### src/sv/itew_pkg.sv
// Shared types, word codes and the microcode table of the word token unit.
// Used by the sequencer, the conversion datapath, the output stage and the top level.
package itew_pkg;

  localparam int unsigned WordW = 6;
  localparam int unsigned PcW   = 5;
  localparam int unsigned DigN  = 10;
  localparam int unsigned BcdW  = 4 * DigN;

  localparam logic [WordW-1:0] WORD_ZERO     = 6'd0;
  localparam logic [WordW-1:0] WORD_TEN      = 6'd10;
  localparam logic [WordW-1:0] WORD_TENS_OFS = 6'd18;
  localparam logic [WordW-1:0] WORD_HUNDRED  = 6'd28;
  localparam logic [WordW-1:0] WORD_THOUSAND = 6'd29;
  localparam logic [WordW-1:0] WORD_MILLION  = 6'd30;
  localparam logic [WordW-1:0] WORD_BILLION  = 6'd31;
  localparam logic [WordW-1:0] WORD_MINUS    = 6'd32;

  localparam logic [1:0] GRP_UNITS     = 2'd0;
  localparam logic [1:0] GRP_THOUSANDS = 2'd1;
  localparam logic [1:0] GRP_MILLIONS  = 2'd2;
  localparam logic [1:0] GRP_BILLIONS  = 2'd3;

  typedef enum logic [3:0] {
    OP_IDLE,
    OP_DABBLE,
    OP_ZERO,
    OP_MINUS,
    OP_GROUP,
    OP_HUND_D,
    OP_HUND_W,
    OP_TEEN,
    OP_TENS,
    OP_UNIT,
    OP_SCALE,
    OP_FLUSH
  } op_e;

  typedef struct packed {
    op_e            op;
    logic [1:0]     grp;
    logic [PcW-1:0] tgt;
  } ucw_t;

  typedef struct packed {
    logic             push;
    logic             flush;
    logic [WordW-1:0] word;
    logic             plural;
  } emit_t;

  typedef struct packed {
    logic load;
    logic step;
  } bcd_ctrl_t;

  function automatic ucw_t mk(op_e op, logic [1:0] grp, logic [PcW-1:0] tgt);
    ucw_t w;
    w.op  = op;
    w.grp = grp;
    w.tgt = tgt;
    return w;
  endfunction

  // One control word per step. A zero group skips to the next group (units: to flush).
  function automatic ucw_t ucode(logic [PcW-1:0] pc);
    ucw_t w;
    case (pc)
      5'd0:    w = mk(OP_IDLE,   GRP_UNITS,     5'd0);
      5'd1:    w = mk(OP_DABBLE, GRP_UNITS,     5'd1);
      5'd2:    w = mk(OP_ZERO,   GRP_UNITS,     5'd31);
      5'd3:    w = mk(OP_MINUS,  GRP_UNITS,     5'd0);
      5'd4:    w = mk(OP_GROUP,  GRP_BILLIONS,  5'd11);
      5'd5:    w = mk(OP_HUND_D, GRP_BILLIONS,  5'd0);
      5'd6:    w = mk(OP_HUND_W, GRP_BILLIONS,  5'd0);
      5'd7:    w = mk(OP_TEEN,   GRP_BILLIONS,  5'd0);
      5'd8:    w = mk(OP_TENS,   GRP_BILLIONS,  5'd0);
      5'd9:    w = mk(OP_UNIT,   GRP_BILLIONS,  5'd0);
      5'd10:   w = mk(OP_SCALE,  GRP_BILLIONS,  5'd0);
      5'd11:   w = mk(OP_GROUP,  GRP_MILLIONS,  5'd18);
      5'd12:   w = mk(OP_HUND_D, GRP_MILLIONS,  5'd0);
      5'd13:   w = mk(OP_HUND_W, GRP_MILLIONS,  5'd0);
      5'd14:   w = mk(OP_TEEN,   GRP_MILLIONS,  5'd0);
      5'd15:   w = mk(OP_TENS,   GRP_MILLIONS,  5'd0);
      5'd16:   w = mk(OP_UNIT,   GRP_MILLIONS,  5'd0);
      5'd17:   w = mk(OP_SCALE,  GRP_MILLIONS,  5'd0);
      5'd18:   w = mk(OP_GROUP,  GRP_THOUSANDS, 5'd25);
      5'd19:   w = mk(OP_HUND_D, GRP_THOUSANDS, 5'd0);
      5'd20:   w = mk(OP_HUND_W, GRP_THOUSANDS, 5'd0);
      5'd21:   w = mk(OP_TEEN,   GRP_THOUSANDS, 5'd0);
      5'd22:   w = mk(OP_TENS,   GRP_THOUSANDS, 5'd0);
      5'd23:   w = mk(OP_UNIT,   GRP_THOUSANDS, 5'd0);
      5'd24:   w = mk(OP_SCALE,  GRP_THOUSANDS, 5'd0);
      5'd25:   w = mk(OP_GROUP,  GRP_UNITS,     5'd31);
      5'd26:   w = mk(OP_HUND_D, GRP_UNITS,     5'd0);
      5'd27:   w = mk(OP_HUND_W, GRP_UNITS,     5'd0);
      5'd28:   w = mk(OP_TEEN,   GRP_UNITS,     5'd0);
      5'd29:   w = mk(OP_TENS,   GRP_UNITS,     5'd0);
      5'd30:   w = mk(OP_UNIT,   GRP_UNITS,     5'd0);
      5'd31:   w = mk(OP_FLUSH,  GRP_UNITS,     5'd0);
      default: w = mk(OP_IDLE,   GRP_UNITS,     5'd0);
    endcase
    return w;
  endfunction

endpackage

### src/sv/itew_bcd.sv
// Binary to decimal conversion datapath: shift-and-add-three, two bits per cycle.
// Depends on itew_pkg for widths and the control struct.
module itew_bcd (
  input  logic                              clk_i,
  input  logic                              rst_ni,
  input  itew_pkg::bcd_ctrl_t               ctrl_i,
  input  logic signed [31:0]                value_i,
  output logic [itew_pkg::BcdW-1:0]         bcd_o,
  output logic                              neg_o,
  output logic                              last_step_o
);

  logic [31:0]               sh_q, sh_d, sh_nxt;
  logic [itew_pkg::BcdW-1:0] bcd_q, bcd_d, bcd_nxt;
  logic [3:0]                cnt_q, cnt_d;
  logic                      neg_q, neg_d;
  logic [31:0]               mag;

  assign mag = value_i[31] ? (~value_i + 32'd1) : value_i;

  always_comb begin
    bcd_nxt = bcd_q;
    sh_nxt  = sh_q;
    for (int i = 0; i < 2; i++) begin
      for (int j = 0; j < itew_pkg::DigN; j++) begin
        if (bcd_nxt[j*4 +: 4] >= 4'd5) begin
          bcd_nxt[j*4 +: 4] = bcd_nxt[j*4 +: 4] + 4'd3;
        end
      end
      bcd_nxt = {bcd_nxt[itew_pkg::BcdW-2:0], sh_nxt[31]};
      sh_nxt  = {sh_nxt[30:0], 1'b0};
    end
  end

  always_comb begin
    sh_d  = sh_q;
    bcd_d = bcd_q;
    cnt_d = cnt_q;
    neg_d = neg_q;
    if (ctrl_i.load) begin
      sh_d  = mag;
      bcd_d = '0;
      cnt_d = '0;
      neg_d = value_i[31];
    end else if (ctrl_i.step) begin
      sh_d  = sh_nxt;
      bcd_d = bcd_nxt;
      cnt_d = cnt_q + 4'd1;
    end
  end

  always_ff @(posedge clk_i or negedge rst_ni) begin
    if (!rst_ni) begin
      cnt_q <= '0;
    end else begin
      cnt_q <= cnt_d;
    end
  end

  always_ff @(posedge clk_i) begin
    sh_q  <= sh_d;
    bcd_q <= bcd_d;
    neg_q <= neg_d;
  end

  assign bcd_o       = bcd_q;
  assign neg_o       = neg_q;
  assign last_step_o = (cnt_q == 4'd15);

endmodule

### src/sv/itew_seq.sv
// Microcoded sequencer: step counter, control word decode and word selection.
// Depends on itew_pkg for the microcode table, opcodes and word codes.
module itew_seq (
  input  logic                        clk_i,
  input  logic                        rst_ni,
  input  logic                        in_valid_i,
  output logic                        in_ready_o,
  input  logic [itew_pkg::BcdW-1:0]   bcd_i,
  input  logic                        neg_i,
  input  logic                        last_step_i,
  output itew_pkg::bcd_ctrl_t         bcd_ctrl_o,
  output itew_pkg::emit_t             emit_o,
  input  logic                        busy_i
);

  logic [itew_pkg::PcW-1:0] pc_q, pc_d, pc_inc;
  itew_pkg::ucw_t           cw;
  logic [47:0]              dig;
  logic [3:0]               base;
  logic [3:0]               h, d, u;
  logic                     grp_zero, grp_one, stall;
  itew_pkg::emit_t          em;

  assign cw     = itew_pkg::ucode(pc_q);
  assign pc_inc = pc_q + 5'd1;
  assign dig    = {8'd0, bcd_i};
  assign base   = {2'b00, cw.grp} + {1'b0, cw.grp, 1'b0};
  assign u      = dig[{base, 2'b00} +: 4];
  assign d      = dig[{base + 4'd1, 2'b00} +: 4];
  assign h      = dig[{base + 4'd2, 2'b00} +: 4];
  assign grp_zero = (h == 4'd0) && (d == 4'd0) && (u == 4'd0);
  assign grp_one  = (h == 4'd0) && (d == 4'd0) && (u == 4'd1);

  always_comb begin
    em        = '0;
    case (cw.op)
      itew_pkg::OP_ZERO: begin
        em.push = (bcd_i == '0);
        em.word = itew_pkg::WORD_ZERO;
      end
      itew_pkg::OP_MINUS: begin
        em.push = neg_i;
        em.word = itew_pkg::WORD_MINUS;
      end
      itew_pkg::OP_HUND_D: begin
        em.push = (h != 4'd0);
        em.word = {2'b00, h};
      end
      itew_pkg::OP_HUND_W: begin
        em.push = (h != 4'd0);
        em.word = itew_pkg::WORD_HUNDRED;
      end
      itew_pkg::OP_TEEN: begin
        em.push = (d == 4'd1);
        em.word = itew_pkg::WORD_TEN + {2'b00, u};
      end
      itew_pkg::OP_TENS: begin
        em.push = (d > 4'd1);
        em.word = itew_pkg::WORD_TENS_OFS + {2'b00, d};
      end
      itew_pkg::OP_UNIT: begin
        em.push = (d != 4'd1) && (u != 4'd0);
        em.word = {2'b00, u};
      end
      itew_pkg::OP_SCALE: begin
        em.push = 1'b1;
        case (cw.grp)
          itew_pkg::GRP_BILLIONS: em.word = itew_pkg::WORD_BILLION;
          itew_pkg::GRP_MILLIONS: em.word = itew_pkg::WORD_MILLION;
          default:                em.word = itew_pkg::WORD_THOUSAND;
        endcase
        em.plural = (cw.grp != itew_pkg::GRP_THOUSANDS) && !grp_one;
      end
      itew_pkg::OP_FLUSH: begin
        em.flush = 1'b1;
      end
      default: begin
        em = '0;
      end
    endcase
  end

  assign stall = (em.push || em.flush) && busy_i;

  always_comb begin
    pc_d = pc_inc;
    case (cw.op)
      itew_pkg::OP_IDLE:   pc_d = in_valid_i ? pc_inc : pc_q;
      itew_pkg::OP_DABBLE: pc_d = last_step_i ? pc_inc : cw.tgt;
      itew_pkg::OP_ZERO:   pc_d = (bcd_i == '0) ? cw.tgt : pc_inc;
      itew_pkg::OP_GROUP:  pc_d = grp_zero ? cw.tgt : pc_inc;
      itew_pkg::OP_FLUSH:  pc_d = cw.tgt;
      default:             pc_d = pc_inc;
    endcase
    if (stall) begin
      pc_d = pc_q;
    end
  end

  always_ff @(posedge clk_i or negedge rst_ni) begin
    if (!rst_ni) begin
      pc_q <= '0;
    end else begin
      pc_q <= pc_d;
    end
  end

  assign in_ready_o      = (cw.op == itew_pkg::OP_IDLE);
  assign bcd_ctrl_o.load = in_ready_o && in_valid_i;
  assign bcd_ctrl_o.step = (cw.op == itew_pkg::OP_DABBLE);
  assign emit_o.push     = em.push && !busy_i;
  assign emit_o.flush    = em.flush && !busy_i;
  assign emit_o.word     = em.word;
  assign emit_o.plural   = em.plural;

endmodule

### src/sv/itew_outq.sv
// Output stage: one held word that waits to learn whether it is last, then the output register.
// Depends on itew_pkg for the emit struct and word width.
module itew_outq (
  input  logic                          clk_i,
  input  logic                          rst_ni,
  input  itew_pkg::emit_t               emit_i,
  output logic                          busy_o,
  output logic                          out_valid_o,
  input  logic                          out_ready_i,
  output logic [itew_pkg::WordW-1:0]    out_word_o,
  output logic                          out_plural_o,
  output logic                          out_last_o
);

  logic                       held_vld_q, held_vld_d;
  logic [itew_pkg::WordW-1:0] held_word_q, held_word_d;
  logic                       held_plural_q, held_plural_d;
  logic                       out_vld_q, out_vld_d;
  logic [itew_pkg::WordW-1:0] out_word_q, out_word_d;
  logic                       out_plural_q, out_plural_d;
  logic                       out_last_q, out_last_d;
  logic                       move;

  assign busy_o = held_vld_q && out_vld_q && !out_ready_i;
  assign move   = (emit_i.push && held_vld_q) || emit_i.flush;

  always_comb begin
    held_vld_d    = held_vld_q;
    held_word_d   = held_word_q;
    held_plural_d = held_plural_q;
    out_vld_d     = out_vld_q && !out_ready_i;
    out_word_d    = out_word_q;
    out_plural_d  = out_plural_q;
    out_last_d    = out_last_q;
    if (move) begin
      out_vld_d    = 1'b1;
      out_word_d   = held_word_q;
      out_plural_d = held_plural_q;
      out_last_d   = emit_i.flush;
    end
    if (emit_i.push) begin
      held_vld_d    = 1'b1;
      held_word_d   = emit_i.word;
      held_plural_d = emit_i.plural;
    end else if (emit_i.flush) begin
      held_vld_d = 1'b0;
    end
  end

  always_ff @(posedge clk_i or negedge rst_ni) begin
    if (!rst_ni) begin
      held_vld_q <= 1'b0;
      out_vld_q  <= 1'b0;
    end else begin
      held_vld_q <= held_vld_d;
      out_vld_q  <= out_vld_d;
    end
  end

  always_ff @(posedge clk_i) begin
    held_word_q   <= held_word_d;
    held_plural_q <= held_plural_d;
    out_word_q    <= out_word_d;
    out_plural_q  <= out_plural_d;
    out_last_q    <= out_last_d;
  end

  assign out_valid_o  = out_vld_q;
  assign out_word_o   = out_word_q;
  assign out_plural_o = out_plural_q;
  assign out_last_o   = out_last_q;

endmodule

### src/sv/integer_to_english_word_tokens_unit.sv
// Top level of the integer to English word token unit.
// Instantiates itew_bcd, itew_seq and itew_outq; depends on itew_pkg.
//
//   channel   dir  tdata bits                 tuser     tlast
//   s_axis    in   [31:0] value (signed)      -         -
//   m_axis    out  [5:0] word, [7:6] zero     plural    last_word
//
// A number is accepted, converted by shift-and-add-three two bits at a time, then
// walked through the microcode one step per cycle while the output does not stall,
// with a zero group skipping its remaining steps.
// Reset clears the step counter and the output valid flags; the unit then idles.
// A stalled output stops the step counter on the next word it must emit.
module integer_to_english_word_tokens_unit (
  input  logic        clk_i,
  input  logic        rst_ni,
  input  logic        s_axis_tvalid_i,
  output logic        s_axis_tready_o,
  input  logic [31:0] s_axis_tdata_i,   // [31:0] value
  output logic        m_axis_tvalid_o,
  input  logic        m_axis_tready_i,
  output logic [7:0]  m_axis_tdata_o,   // [5:0] word, [7:6] zero
  output logic        m_axis_tuser_o,   // [0] plural
  output logic        m_axis_tlast_o
);

  itew_pkg::bcd_ctrl_t          bcd_ctrl;
  itew_pkg::emit_t              emit;
  logic [itew_pkg::BcdW-1:0]    bcd;
  logic                         neg, last_step, busy;
  logic [itew_pkg::WordW-1:0]   word;

  itew_bcd u_bcd (
    .clk_i       (clk_i),
    .rst_ni      (rst_ni),
    .ctrl_i      (bcd_ctrl),
    .value_i     (s_axis_tdata_i),
    .bcd_o       (bcd),
    .neg_o       (neg),
    .last_step_o (last_step)
  );

  itew_seq u_seq (
    .clk_i       (clk_i),
    .rst_ni      (rst_ni),
    .in_valid_i  (s_axis_tvalid_i),
    .in_ready_o  (s_axis_tready_o),
    .bcd_i       (bcd),
    .neg_i       (neg),
    .last_step_i (last_step),
    .bcd_ctrl_o  (bcd_ctrl),
    .emit_o      (emit),
    .busy_i      (busy)
  );

  itew_outq u_outq (
    .clk_i        (clk_i),
    .rst_ni       (rst_ni),
    .emit_i       (emit),
    .busy_o       (busy),
    .out_valid_o  (m_axis_tvalid_o),
    .out_ready_i  (m_axis_tready_i),
    .out_word_o   (word),
    .out_plural_o (m_axis_tuser_o),
    .out_last_o   (m_axis_tlast_o)
  );

  assign m_axis_tdata_o = {2'b00, word};

endmodule

### config.mk
export PLATFORM = sky130hd
export DESIGN_NAME = integer_to_english_word_tokens_unit
export DESIGN_NICKNAME = d
export VERILOG_FILES = /design/src/sv/itew_pkg.sv /design/src/sv/itew_bcd.sv /design/src/sv/itew_seq.sv /design/src/sv/itew_outq.sv /design/src/sv/integer_to_english_word_tokens_unit.sv
export SDC_FILE = /design/constraint.sdc
export NUM_CORES = 1
export LEC_CHECK = 0
export ABC_CLOCK_PERIOD_IN_PS = 6000
export BUFFER_PORTS_ARGS = -buffer_cell sky130_fd_sc_hd__buf_4
export CORE_ASPECT_RATIO = 1.1
export CORE_MARGIN = 5
export CORE_UTILIZATION = 30
export DETAILED_ROUTE_END_ITERATION = 12
export HOLD_SLACK_MARGIN = 0.08
export PLACE_DENSITY = 0.42
export SYNTH_ARGS = -nofsm -noshare
export SYNTH_HDL_FRONTEND = slang
export SYNTH_SLANG_ARGS = --single-unit
### constraint.sdc
create_clock -name clk_i -period 6 [get_ports clk_i]
set_input_delay 1.2 -clock clk_i [delete_from_list [all_inputs] [get_ports clk_i]]
set_output_delay 1.2 -clock clk_i [all_outputs]
set_load 0.01 [all_outputs]
==> PnR_summary.wiki, run 1 <==
{| class="wikitable"
! Metric !! Value
|-
| Area of the mapped netlist || 8610 um2
|-
| Later-pin clock latency in the skew report || 0.38 ns
|-
| Sum of routed wire length over all layers || 24200 um
|-
| Cell area after placement || 9280 um2
|-
| Final sum of negative setup slack || 0 ns
|-
| Final layout net count || 1166
|-
| Total congestion overflow after global routing || 0
|-
| First-pass iteration count of the detailed router || 5
|-
| Launch instance of the worst register-to-register path || u_seq.pc_q[1]$_DFFE_PN0P_
|-
| Period utilisation layout || 0.889
|-
| Clock tree from TritonCTS || yes
|-
| Area growth syn-to-layout || 11.5%
|-
| Critical path required time || 6.27 ns
|-
| Number of cells traversed by the worst register-to-register path || 17
|-
| Antenna fix cells || 0
|-
| Count of warnings emitted by yosys || 0
|-
| 1st-iter DRT viols || 582
|-
| FFs w/ async S/R, synth || 0.111
|-
| Top cell type by total area after synthesis || sky130_fd_sc_hd__edfxtp_1
|-
| Number of flops mapped to enable cells by yosys || 48
|-
| Critical Setup Path Class || register to register
|-
| Root Buffer || sky130_fd_sc_hd__clkbuf_16
|-
| HPWL after detailed placement || roughly 18000 um
|-
| Primary FF master, synth || sky130_fd_sc_hd__edfxtp_1
|-
| Post-detailed-route count of antenna-violating nets || 0
|-
| DRC violations left || 0
|-
| Tot GR Track Use || 0.151
|-
| Worst slew margin relative to its limit || 0.280
|-
| Most used standard cell by instance count after synthesis || sky130_fd_sc_hd__nor2_1
|-
| Cell area after layout || 9600 um2
|-
| Actual slew at the worst max-slew pin || 1.08 ns
|-
| Sink Count || between 90 and 100
|-
| Reg2reg setup slack || 0.67 ns
|-
| Starting Density || 0.302
|-
| Post-detailed-route wirelength per cell || 16.9 um
|-
| Number of global-route vias before repair || approximately 7200
|-
| Count of buffers from port buffering || 45
|-
| Crit path time final || 5.33 ns
|-
| Crit end category || register
|-
| Result of the run || complete, no violations
|-
| Final setup vio count || 0
|-
| Maximum fanout count along the critical path || 16
|-
| Worst Hold Launch || u_outq.held_word_q[2]$_DFFE_PP_
|-
| Type of the most critical hold path || register to register
|-
| Post-Route Skew || between 0.015 and 0.02 ns
|-
| Final Max Tran Viols || 0
|-
| Hold bufs inserted after CTS || 0
|-
| Worst setup path start || u_seq.pc_q[1]$_DFFE_PN0P_
|-
| Hold worst-path end || u_outq.out_word_o[2]$_DFFE_PP_
|-
| Share of final-layout standard cells stronger than drive strength 1 || 0.113
|-
| Maximum clock frequency || 187 MHz
|-
| Clock slew seen by the registers of the worst setup and hold paths || ~0.090 ns
|-
| Cell types with the largest area share after synthesis || sky130_fd_sc_hd__edfxtp_1 17%, sky130_fd_sc_hd__ha_1 10%, sky130_fd_sc_hd__dfxtp_1 9.3%, sky130_fd_sc_hd__a21oi_1 5.8%, sky130_fd_sc_hd__nor2_1 4.9%
|-
| Final hold violation count || 0
|-
| Post-route worst setup slack || 0.666 ns
|-
| Core Box Area || 28500 um2
|-
| Wire length of the first global-routing pass || 39000 um
|-
| Startpoint types || register
|-
| Endpoint of the lowest-slack register-to-register path || u_seq.pc_q[3]$_DFFE_PN0P_
|-
| Total CTS buffers || 9
|-
| Chip Width || ~170 um
|-
| Top-area cell type share of the netlist area || 0.167
|-
| Number of different library cells in the post-synthesis netlist || 81
|-
| Routability cong. || 0.913
|-
| Register bit count reported by yosys || 99
|-
| Vertical die dimension || approximately 190 um
|-
| H-tree levels || 3
|-
| Synthesized area per cell || 8.21 um2
|-
| Average via count per standard cell || 5.20
|-
| CP Data Arrival Time || 5.61 ns
|-
| Maximum Capacitance Violations || 0
|-
| Maximum number of buffers from clock root to sink || 2
|-
| Pre-CTS setup slack || 0.744 ns
|-
| Largest net degree at the start of global routing || 44
|-
| Vias post-DR || 7450
|-
| Register area share after synthesis || 0.293
|-
| Synthesized instance count || 1048
|-
| Post-CTS repair timing setup buffer count || 0
|-
| Post-CTS sizing || 0
|-
| Top Ports || between 40 and 50
|-
| Antenna violations before repair || 0
|-
| Row Count || 65
|-
| Fin util || 0.337
|-
| Most used standard cells in the synthesized netlist || 113 x sky130_fd_sc_hd__nor2_1, 99 x sky130_fd_sc_hd__a21oi_1, 86 x sky130_fd_sc_hd__nand2_1, 71 x sky130_fd_sc_hd__ha_1, 67 x sky130_fd_sc_hd__o21ai_0
|-
| Min-Delay Path Depth || 0
|-
| Unrepaired setup endpoints after global routing || no
|-
| Total die area || around 32000 um2
|}
## routing by layer
metal	global-route usage	part of all wire	up-vias
met5	0	0	-
met2	0.242	0.46	145
met1	0.202	0.47	3492
met3	0.0234	0.033	41
li1	-	-	3772
met4	0.0579	0.031	0
## how the worst max path moves through the flow
stage	end
2_1_floorplan	u_outq.out_last_o$_DFFE_PP_
3_3_place_gp	u_seq.pc_q[3]$_DFFE_PN0P_
3_5_place_dp	u_seq.pc_q[3]$_DFFE_PN0P_
4_1_cts	u_seq.pc_q[3]$_DFFE_PN0P_
5_1_grt	u_seq.pc_q[4]$_DFFE_PN0P_
6_report	u_seq.pc_q[3]$_DFFE_PN0P_
## cells in the final DEF, fill, tap and decap left out, drive strengths merged, types with 5 or more instances in the layout
master  netlist  routed
a211oi       32      32
nand3        26      26
nor3b        20      20
a31oi         8       8
inv          67      72
nand2        86      86
dfxtp        40      40
nor2        114     114
a21oi       100     100
or3           6       6
mux2         19      19
dfrtp        11      11
nor2b        11      11
xor2         32      32
nor3         18      18
edfxtp       48      48
o21ai        71      71
xnor2        25      25
clkbuf       49      10
nand4         5       5
ha           71      71
a221oi        5       5
nor4          7       7
o31ai        13      13
or4           7       7
mux4          7       7
and2          6       6
mux2i        26      26
o21a         10      10
buf          14      62
nand2b       21      21
and3          5       5
## critical path, cell delays in order, from the launching register on
cell and delay (ns):
sky130_fd_sc_hd__dfrtp_1 0.44, sky130_fd_sc_hd__inv_1 0.23, sky130_fd_sc_hd__ha_1 0.40, sky130_fd_sc_hd__nand3b_1 0.14, sky130_fd_sc_hd__and3_1 0.18, sky130_fd_sc_hd__buf_4 0.19, sky130_fd_sc_hd__nor2_4 0.23, sky130_fd_sc_hd__inv_1 0.09
sky130_fd_sc_hd__ha_1 0.41, sky130_fd_sc_hd__nor2b_1 0.28, sky130_fd_sc_hd__a2111oi_0 0.60, sky130_fd_sc_hd__a221oi_1 0.22, sky130_fd_sc_hd__a211oi_1 0.37, sky130_fd_sc_hd__nand2_1 0.11, sky130_fd_sc_hd__o221ai_1 0.29, sky130_fd_sc_hd__a31oi_1 0.18
sky130_fd_sc_hd__or3_1 0.53, sky130_fd_sc_hd__mux2_4 0.35
## state kept, by name (all words and copies together) (netlist names)
signal,flops
u_outq.held_vld_q,1
u_outq.held_word_q,6
u_seq.pc_q,5
u_outq.out_word_o,6
u_bcd.neg_o,1
u_outq.held_plural_q,1
u_bcd.cnt_q,4
u_outq.out_last_o,1
u_outq.out_valid_o,1
u_outq.out_plural_o,1
u_bcd.bcd_o,40
u_bcd.sh_q,32
## stage by stage
stage                     hold WS, ns  instances
after floorplan                 0.400       1049
after global placement          0.404       1416
after detailed placement        0.409       1416
after CTS                       0.428       1432
after global routing            0.445       1432
final                           0.425       1432
## logic make-up after synthesis
group / Yosys count / share of synthesized area
fa+ha+maj: 71 / 0.103
compound gates: 292 / 0.214
other cells: 1 / 0.000436
mux: 52 / 0.0743
flops: 99 / 0.293
buf+inv: 130 / 0.0603
simple gates: 346 / 0.197
xor+xnor: 57 / 0.0580
## final cells by class
cell class	instances	area, um2
clock buffers	10	239
clock inverters	6	78.8
fillers	3024	18900
inverters	67	251
multi-input cells	820	5590
flip-flops and latches	99	2520
well taps	368	460
repair buffers	62	465
Power of run 1 is not shown: default switching activity piles up to over one toggle a cycle in this logic, so the estimate is an artifact.
==> inputs of run 2 (changes only) <==
BUFFER_PORTS_ARGS = default   (was -buffer_cell sky130_fd_sc_hd__buf_4)
DONT_BUFFER_PORTS = 1   (was default)
PLACE_DENSITY = 0.41   (was 0.42)
==> run 2 against run 1 <==
Maximum frequency shrank 0.98%. Global-route usage is 0.51 points lower. Worst hold slack got worse by 0.0050 ns. Wire length fell by 2.1%. Design area decreased by 3.7%.
==> PnR_summary.wiki, run 2 (synthesis gave the netlist of run 1 again) <==
{| class="wikitable"
! Metric !! Value
|-
| Number of global-route vias before repair || 6760
|-
| Pre-CTS setup slack || roughly 0.76 ns
|-
| Worst setup path start || u_seq.pc_q[1]$_DFFE_PN0P_
|-
| Global-route track usage on met2 || 0.238
|-
| Maximum fanout count along the critical path || 14
|-
| Result of the run || complete, no violations
|-
| Reg2reg setup slack || 0.61 ns
|-
| Footprint of the flip-flops and latches || between 2000 and 3000 um2
|-
| Post-CTS sizing || 0
|-
| 1st-iter DRT viols || 660
|-
| Post-route worst setup slack || 0.614 ns
|-
| Final hold violation count || 0
|-
| Leading cell type in the layout, fill and taps excluded || sky130_fd_sc_hd__nor2_1
|-
| Total die area || 32200 um2
|-
| Tot GR Track Use || 0.145
|-
| Final layout net count || 1121
|-
| Post-Route Skew || 0.00947 ns
|-
| Largest net degree at the start of global routing || 44
|-
| Unrepaired setup endpoints after global routing || no
|-
| Chip Width || between 150 and 200 um
|-
| First-pass iteration count of the detailed router || 6
|-
| Actual slew at the worst max-slew pin || around 1.1 ns
|-
| Launch instance of the worst register-to-register path || u_seq.pc_q[1]$_DFFE_PN0P_
|-
| Fin util || 0.325
|-
| Clock slew seen by the registers of the worst setup and hold paths || 0.07 ns
|-
| Type of the most critical hold path || register to register
|-
| Fraction of met3 tracks used by global routing || 0.0249
|-
| Post-CTS repair timing setup buffer count || 0
|-
| DRC violations left || 0
|-
| Routability cong. || 0.879
|-
| Antenna fix cells || 0
|-
| Maximum clock frequency || around 190 MHz
|-
| Share of final-layout standard cells stronger than drive strength 1 || 0.0726
|-
| Area growth syn-to-layout || 7.44%
|-
| Later-pin clock latency in the skew report || 0.36 ns
|-
| Top Ports || 48
|-
| Count of buffers from port buffering || 0
|-
| Crit end category || register
|-
| Total congestion overflow after global routing || 0
|-
| Worst slew margin relative to its limit || 0.294
|-
| Maximum Capacitance Violations || 0
|-
| Final setup vio count || 0
|-
| Critical Setup Path Class || register to register
|-
| Worst Hold Launch || u_outq.held_word_q[5]$_DFFE_PP_
|-
| Total CTS buffers || 9
|-
| Hold bufs inserted after CTS || 0
|-
| Min-Delay Path Depth || 0
|-
| Period utilisation layout || 0.898
|-
| Average via count per standard cell || 5.25
|-
| Startpoint types || register
|-
| Wire length of the first global-routing pass || between 30000 and 40000 um
|-
| Most used cells in the layout excluding fill and tap cells || 112 x sky130_fd_sc_hd__nor2_1, 99 x sky130_fd_sc_hd__a21oi_1, 86 x sky130_fd_sc_hd__nand2_1
|-
| Sum of routed wire length over all layers || 23700 um
|-
| Vertical die dimension || 188 um
|-
| Post-detailed-route wirelength per cell || 17.1 um
|-
| Area used by multi-input combinational logic || 5590 um2
|-
| Starting Density || 0.302
|-
| H-tree levels || 3
|-
| Antenna violations before repair || 0
|-
| Vias post-DR || 7279
|-
| Row Count || 65
|-
| Global-route met1 utilization || 0.196
|-
| Clock tree from TritonCTS || yes
|-
| Root Buffer || sky130_fd_sc_hd__clkbuf_16
|-
| Crit path time final || ~5.4 ns
|-
| Sink Count || 99
|-
| Core Box Area || 28500 um2
|-
| Number of cells traversed by the worst register-to-register path || 16
|-
| HPWL after detailed placement || ~18000 um
|-
| Final Max Tran Viols || 0
|-
| Global route hottest layer || met2
|-
| Worst setup endpoint || u_seq.pc_q[3]$_DFFE_PN0P_
|-
| Post-detailed-route count of antenna-violating nets || 0
|-
| Critical path required time || 6.24 ns
|-
| Number of flip-flops under the largest register name || 40
|-
| Filler cell count || approximately 3000
|-
| CP Data Arrival Time || 5.63 ns
|-
| Final sum of negative setup slack || 0 ns
|-
| Maximum number of buffers from clock root to sink || 2
|-
| Endpoint of the lowest-slack register-to-register path || u_seq.pc_q[3]$_DFFE_PN0P_
|}
## run 2: changes by cell type in the layout (fill, tap and decap cells not counted)
cell / change
sky130_fd_sc_hd__inv_6: -2
sky130_fd_sc_hd__clkbuf_8: -1
sky130_fd_sc_hd__clkinvlp_4: +1
sky130_fd_sc_hd__inv_8: -1
sky130_fd_sc_hd__buf_4: -45
sky130_fd_sc_hd__clkinv_4: +2
sky130_fd_sc_hd__clkbuf_1: +1
## run 2: area by class of cell
class / count / area share
Timing Repair Buffer: 17 / 0.0138
Multi-Input combinational cell: 820 / 0.604
Clock buffer: 10 / 0.0248
Sequential cell: 99 / 0.272
Tap cell: 368 / 0.0498
Clock inverter: 6 / 0.00812
Inverter: 67 / 0.0272
## run 2: worst min-delay path by stage
stage / end / slack [ns]
floorplan: u_outq.out_plural_o$_DFFE_PP_ / 0.40
global placement: u_outq.out_plural_o$_DFFE_PP_ / 0.40
detailed placement: u_outq.out_word_o[5]$_DFFE_PP_ / 0.40
CTS: u_outq.out_word_o[5]$_DFFE_PP_ / 0.42
global route: u_outq.out_plural_o$_DFFE_PP_ / 0.43
finish: u_outq.out_word_o[5]$_DFFE_PP_ / 0.42
## run 2: critical path, cell delays in order, from the launching register on
cell,delay [ns]
sky130_fd_sc_hd__dfrtp_1,0.44
sky130_fd_sc_hd__inv_1,0.23
sky130_fd_sc_hd__ha_1,0.41
sky130_fd_sc_hd__nand3b_1,0.14
sky130_fd_sc_hd__and3_1,0.24
sky130_fd_sc_hd__nor2_4,0.24
sky130_fd_sc_hd__inv_1,0.09
sky130_fd_sc_hd__ha_1,0.41
sky130_fd_sc_hd__nor2b_1,0.28
sky130_fd_sc_hd__a2111oi_0,0.62
sky130_fd_sc_hd__a221oi_1,0.22
sky130_fd_sc_hd__a211oi_1,0.51
sky130_fd_sc_hd__nand2_1,0.10
sky130_fd_sc_hd__o221ai_1,0.29
sky130_fd_sc_hd__a31oi_1,0.17
sky130_fd_sc_hd__or3_1,0.53
sky130_fd_sc_hd__mux2_4,0.35
## run 2: stage by stage
stage	cells	hold slack, ns	cell area (um2)
2_1_floorplan	1049	0.400	8610
3_3_place_gp	1371	0.404	8940
3_5_place_dp	1371	0.405	8940
4_1_cts	1387	0.422	9250
5_1_grt	1387	0.428	9250
6_report	1387	0.420	9250
## run 2: metal layers
layer	vias up	routed length (um)
li1	3676	-
met1	3421	11200
met2	149	11200
met3	33	816
met4	0	466
met5	-	0
Power of run 2 is left out for the same reason.
==> inputs of run 3 (changes only) <==
==> constraint.sdc (replaced) <==
create_clock -name clk_i -period 6 [get_ports clk_i]
set_input_delay 0.3 -clock clk_i [delete_from_list [all_inputs] [get_ports clk_i]]
set_output_delay 0.3 -clock clk_i [all_outputs]
set_load 0.01 [all_outputs]
==> run 3 against run 2 <==
Clock-buffer cell count unchanged. Maximum frequency barely moved. Utilization grew 0.070 points. Cell count is 0.14% higher. Critical path depth is 1 higher. Worst setup slack got worse by 0.0014 ns. Critical path type unchanged. Die area is the same. Highest routed layer unchanged. Register-to-register slack about the same. Design area up 0.22%. Wire length grew 0.16%. Critical endpoint unchanged.
==> PnR_summary.wiki, run 3 (synthesis gave the netlist of run 1 again) <==
{| class="wikitable"
! Metric !! Value
|-
| Result of the run || complete, no violations
|-
| Period utilisation layout || 0.898
|-
| Area growth syn-to-layout || 7.68%
|-
| Startpoint types || register
|-
| Unrepaired setup endpoints after global routing || no
|-
| DRC violations left || 0
|-
| Post-detailed-route count of antenna-violating nets || 0
|-
| Wire length of the first global-routing pass || 37700 um
|-
| Post-Route Skew || 0.00875 ns
|-
| Chip Width || 171 um
|-
| Starting Density || 0.302
|-
| Root Buffer || sky130_fd_sc_hd__clkbuf_16
|-
| Tot GR Track Use || 0.146
|-
| Sum of routed wire length over all layers || 23700 um
|-
| Clock tree from TritonCTS || yes
|-
| Top Ports || between 40 and 50
|-
| CP Data Arrival Time || 5.63 ns
|-
| Min-Delay Path Depth || 2
|-
| Final setup vio count || 0
|-
| Core Box Area || 28500 um2
|-
| Vertical die dimension || 188 um
|-
| H-tree levels || 3
|-
| Worst slew margin relative to its limit || 0.295
|-
| HPWL after detailed placement || 17500 um
|-
| Final hold violation count || 0
|-
| Share of final-layout standard cells stronger than drive strength 1 || 0.0725
|-
| Row Count || 65
|-
| Maximum clock frequency || roughly 190 MHz
|-
| Pre-CTS setup slack || 0.755 ns
|-
| Final layout net count || 1123
|-
| Type of the most critical hold path || input port to register
|-
| Actual slew at the worst max-slew pin || 1.06 ns
|-
| Maximum fanout count along the critical path || 16
|-
| Number of cells traversed by the worst register-to-register path || 17
|-
| Final sum of negative setup slack || 0 ns
|-
| Clock slew seen by the registers of the worst setup and hold paths || 0.08 ns
|-
| Total die area || 32200 um2
|-
| Count of buffers from port buffering || 0
|-
| Average via count per standard cell || between 5 and 6
|-
| 1st-iter DRT viols || roughly 700
|-
| Critical path required time || between 6 and 7 ns
|-
| Maximum Capacitance Violations || 0
|-
| Number of flip-flops under the largest register name || 40
|-
| Largest net degree at the start of global routing || 44
|-
| Sink Count || 99
|-
| Routability cong. || about 0.88
|-
| Maximum number of buffers from clock root to sink || 2
|-
| Post-detailed-route wirelength per cell || 17.1 um
|-
| Crit path time final || 5.39 ns
|-
| Final Max Tran Viols || 0
|-
| Most used cells in the layout excluding fill and tap cells || 112 x sky130_fd_sc_hd__nor2_1, 99 x sky130_fd_sc_hd__a21oi_1, 86 x sky130_fd_sc_hd__nand2_1
|-
| Later-pin clock latency in the skew report || approximately 0.36 ns
|-
| Crit end category || register
|-
| Number of global-route vias before repair || 6765
|-
| Total CTS buffers || 9
|-
| Leading cell type in the layout, fill and taps excluded || sky130_fd_sc_hd__nor2_1
|-
| Post-route worst setup slack || between 0.6 and 0.7 ns
|-
| Vias post-DR || 7247
|-
| Total congestion overflow after global routing || 0
|-
| Post-CTS sizing || 0
|-
| Antenna violations before repair || 0
|-
| Antenna fix cells || 0
|-
| First-pass iteration count of the detailed router || 8
|-
| Critical Setup Path Class || register to register
|}
==> run 3: changes by cell type in the layout (fill, tap and decap cells not counted) <==
cell / previous run / this run
sky130_fd_sc_hd__dlygate4sd3_1: 0 / 2
==> run 3: path summary, 6_finish.rpt <==
kind / startpoint / endpoint / slack, ns
max: u_seq.pc_q[1]$_DFFE_PN0P_ / u_seq.pc_q[3]$_DFFE_PN0P_ / 0.61
min: s_axis_tdata_i[0] / u_bcd.sh_q[0]$_SDFFCE_PN0P_ / 0.17
max reg2reg: u_seq.pc_q[1]$_DFFE_PN0P_ / u_seq.pc_q[3]$_DFFE_PN0P_ / 0.61
min reg2reg: u_outq.held_word_q[5]$_DFFE_PP_ / u_outq.out_word_o[5]$_DFFE_PP_ / 0.42
max in group asynchronous: rst_ni / u_bcd.cnt_q[0]$_DFFE_PN0P_ / 5.26
min in group asynchronous: rst_ni / u_outq.out_valid_o$_DFF_PN0_ / 0.37
==> run 3: critical path: stages (launching register included) <==
cell	delay (ns)
sky130_fd_sc_hd__dfrtp_1	0.44
sky130_fd_sc_hd__inv_1	0.23
sky130_fd_sc_hd__ha_1	0.19
sky130_fd_sc_hd__nand2_1	0.10
sky130_fd_sc_hd__a21oi_4	0.48
sky130_fd_sc_hd__nor2_4	0.13
sky130_fd_sc_hd__inv_1	0.10
sky130_fd_sc_hd__ha_1	0.52
sky130_fd_sc_hd__mux2i_1	0.25
sky130_fd_sc_hd__nor2_1	0.05
sky130_fd_sc_hd__a2111oi_0	0.59
sky130_fd_sc_hd__a221oi_1	0.22
sky130_fd_sc_hd__a211oi_1	0.50
sky130_fd_sc_hd__nand2_1	0.10
sky130_fd_sc_hd__o221ai_1	0.30
sky130_fd_sc_hd__a31oi_1	0.16
sky130_fd_sc_hd__or3_1	0.52
sky130_fd_sc_hd__mux2_4	0.35
==> run 3: repair_timing <==
item                      in CTS  in global routing
hold buffers                   2                  0
hold endpoints to repair      12                  0
setup buffers                  0                  0
==> run 3: final cells by class <==
class                   instances  area (um2)
fillers                      2989       19200
multi-input cells             820        5590
flip-flops and latches         99        2520
well taps                     368         460
inverters                      67         251
clock buffers                  10         229
repair buffers                 19         148
clock inverters                 6        75.1
==> run 3: per-stage QoR <==
| step | util | cell area, um2 | cells | hold slack (ns) |
|---|---|---|---|---|
| 2_1_floorplan | - | 8610 | 1049 | 0.00441 |
| 3_3_place_gp | 0.314 | 8940 | 1371 | 0.00501 |
| 3_5_place_dp | 0.314 | 8940 | 1371 | 0.00531 |
| 4_1_cts | 0.326 | 9270 | 1389 | 0.149 |
| 5_1_grt | 0.326 | 9270 | 1389 | 0.168 |
| 6_report | 0.326 | 9270 | 1389 | 0.165 |
==> run 3: routing by layer <==
layer / part of all wire / global-route usage
met1: 0.47 / 0.196
met2: 0.47 / 0.239
met3: 0.038 / 0.0242
met4: 0.022 / 0.0421
met5: 0 / 0
Power of run 3 is left out for the same reason.
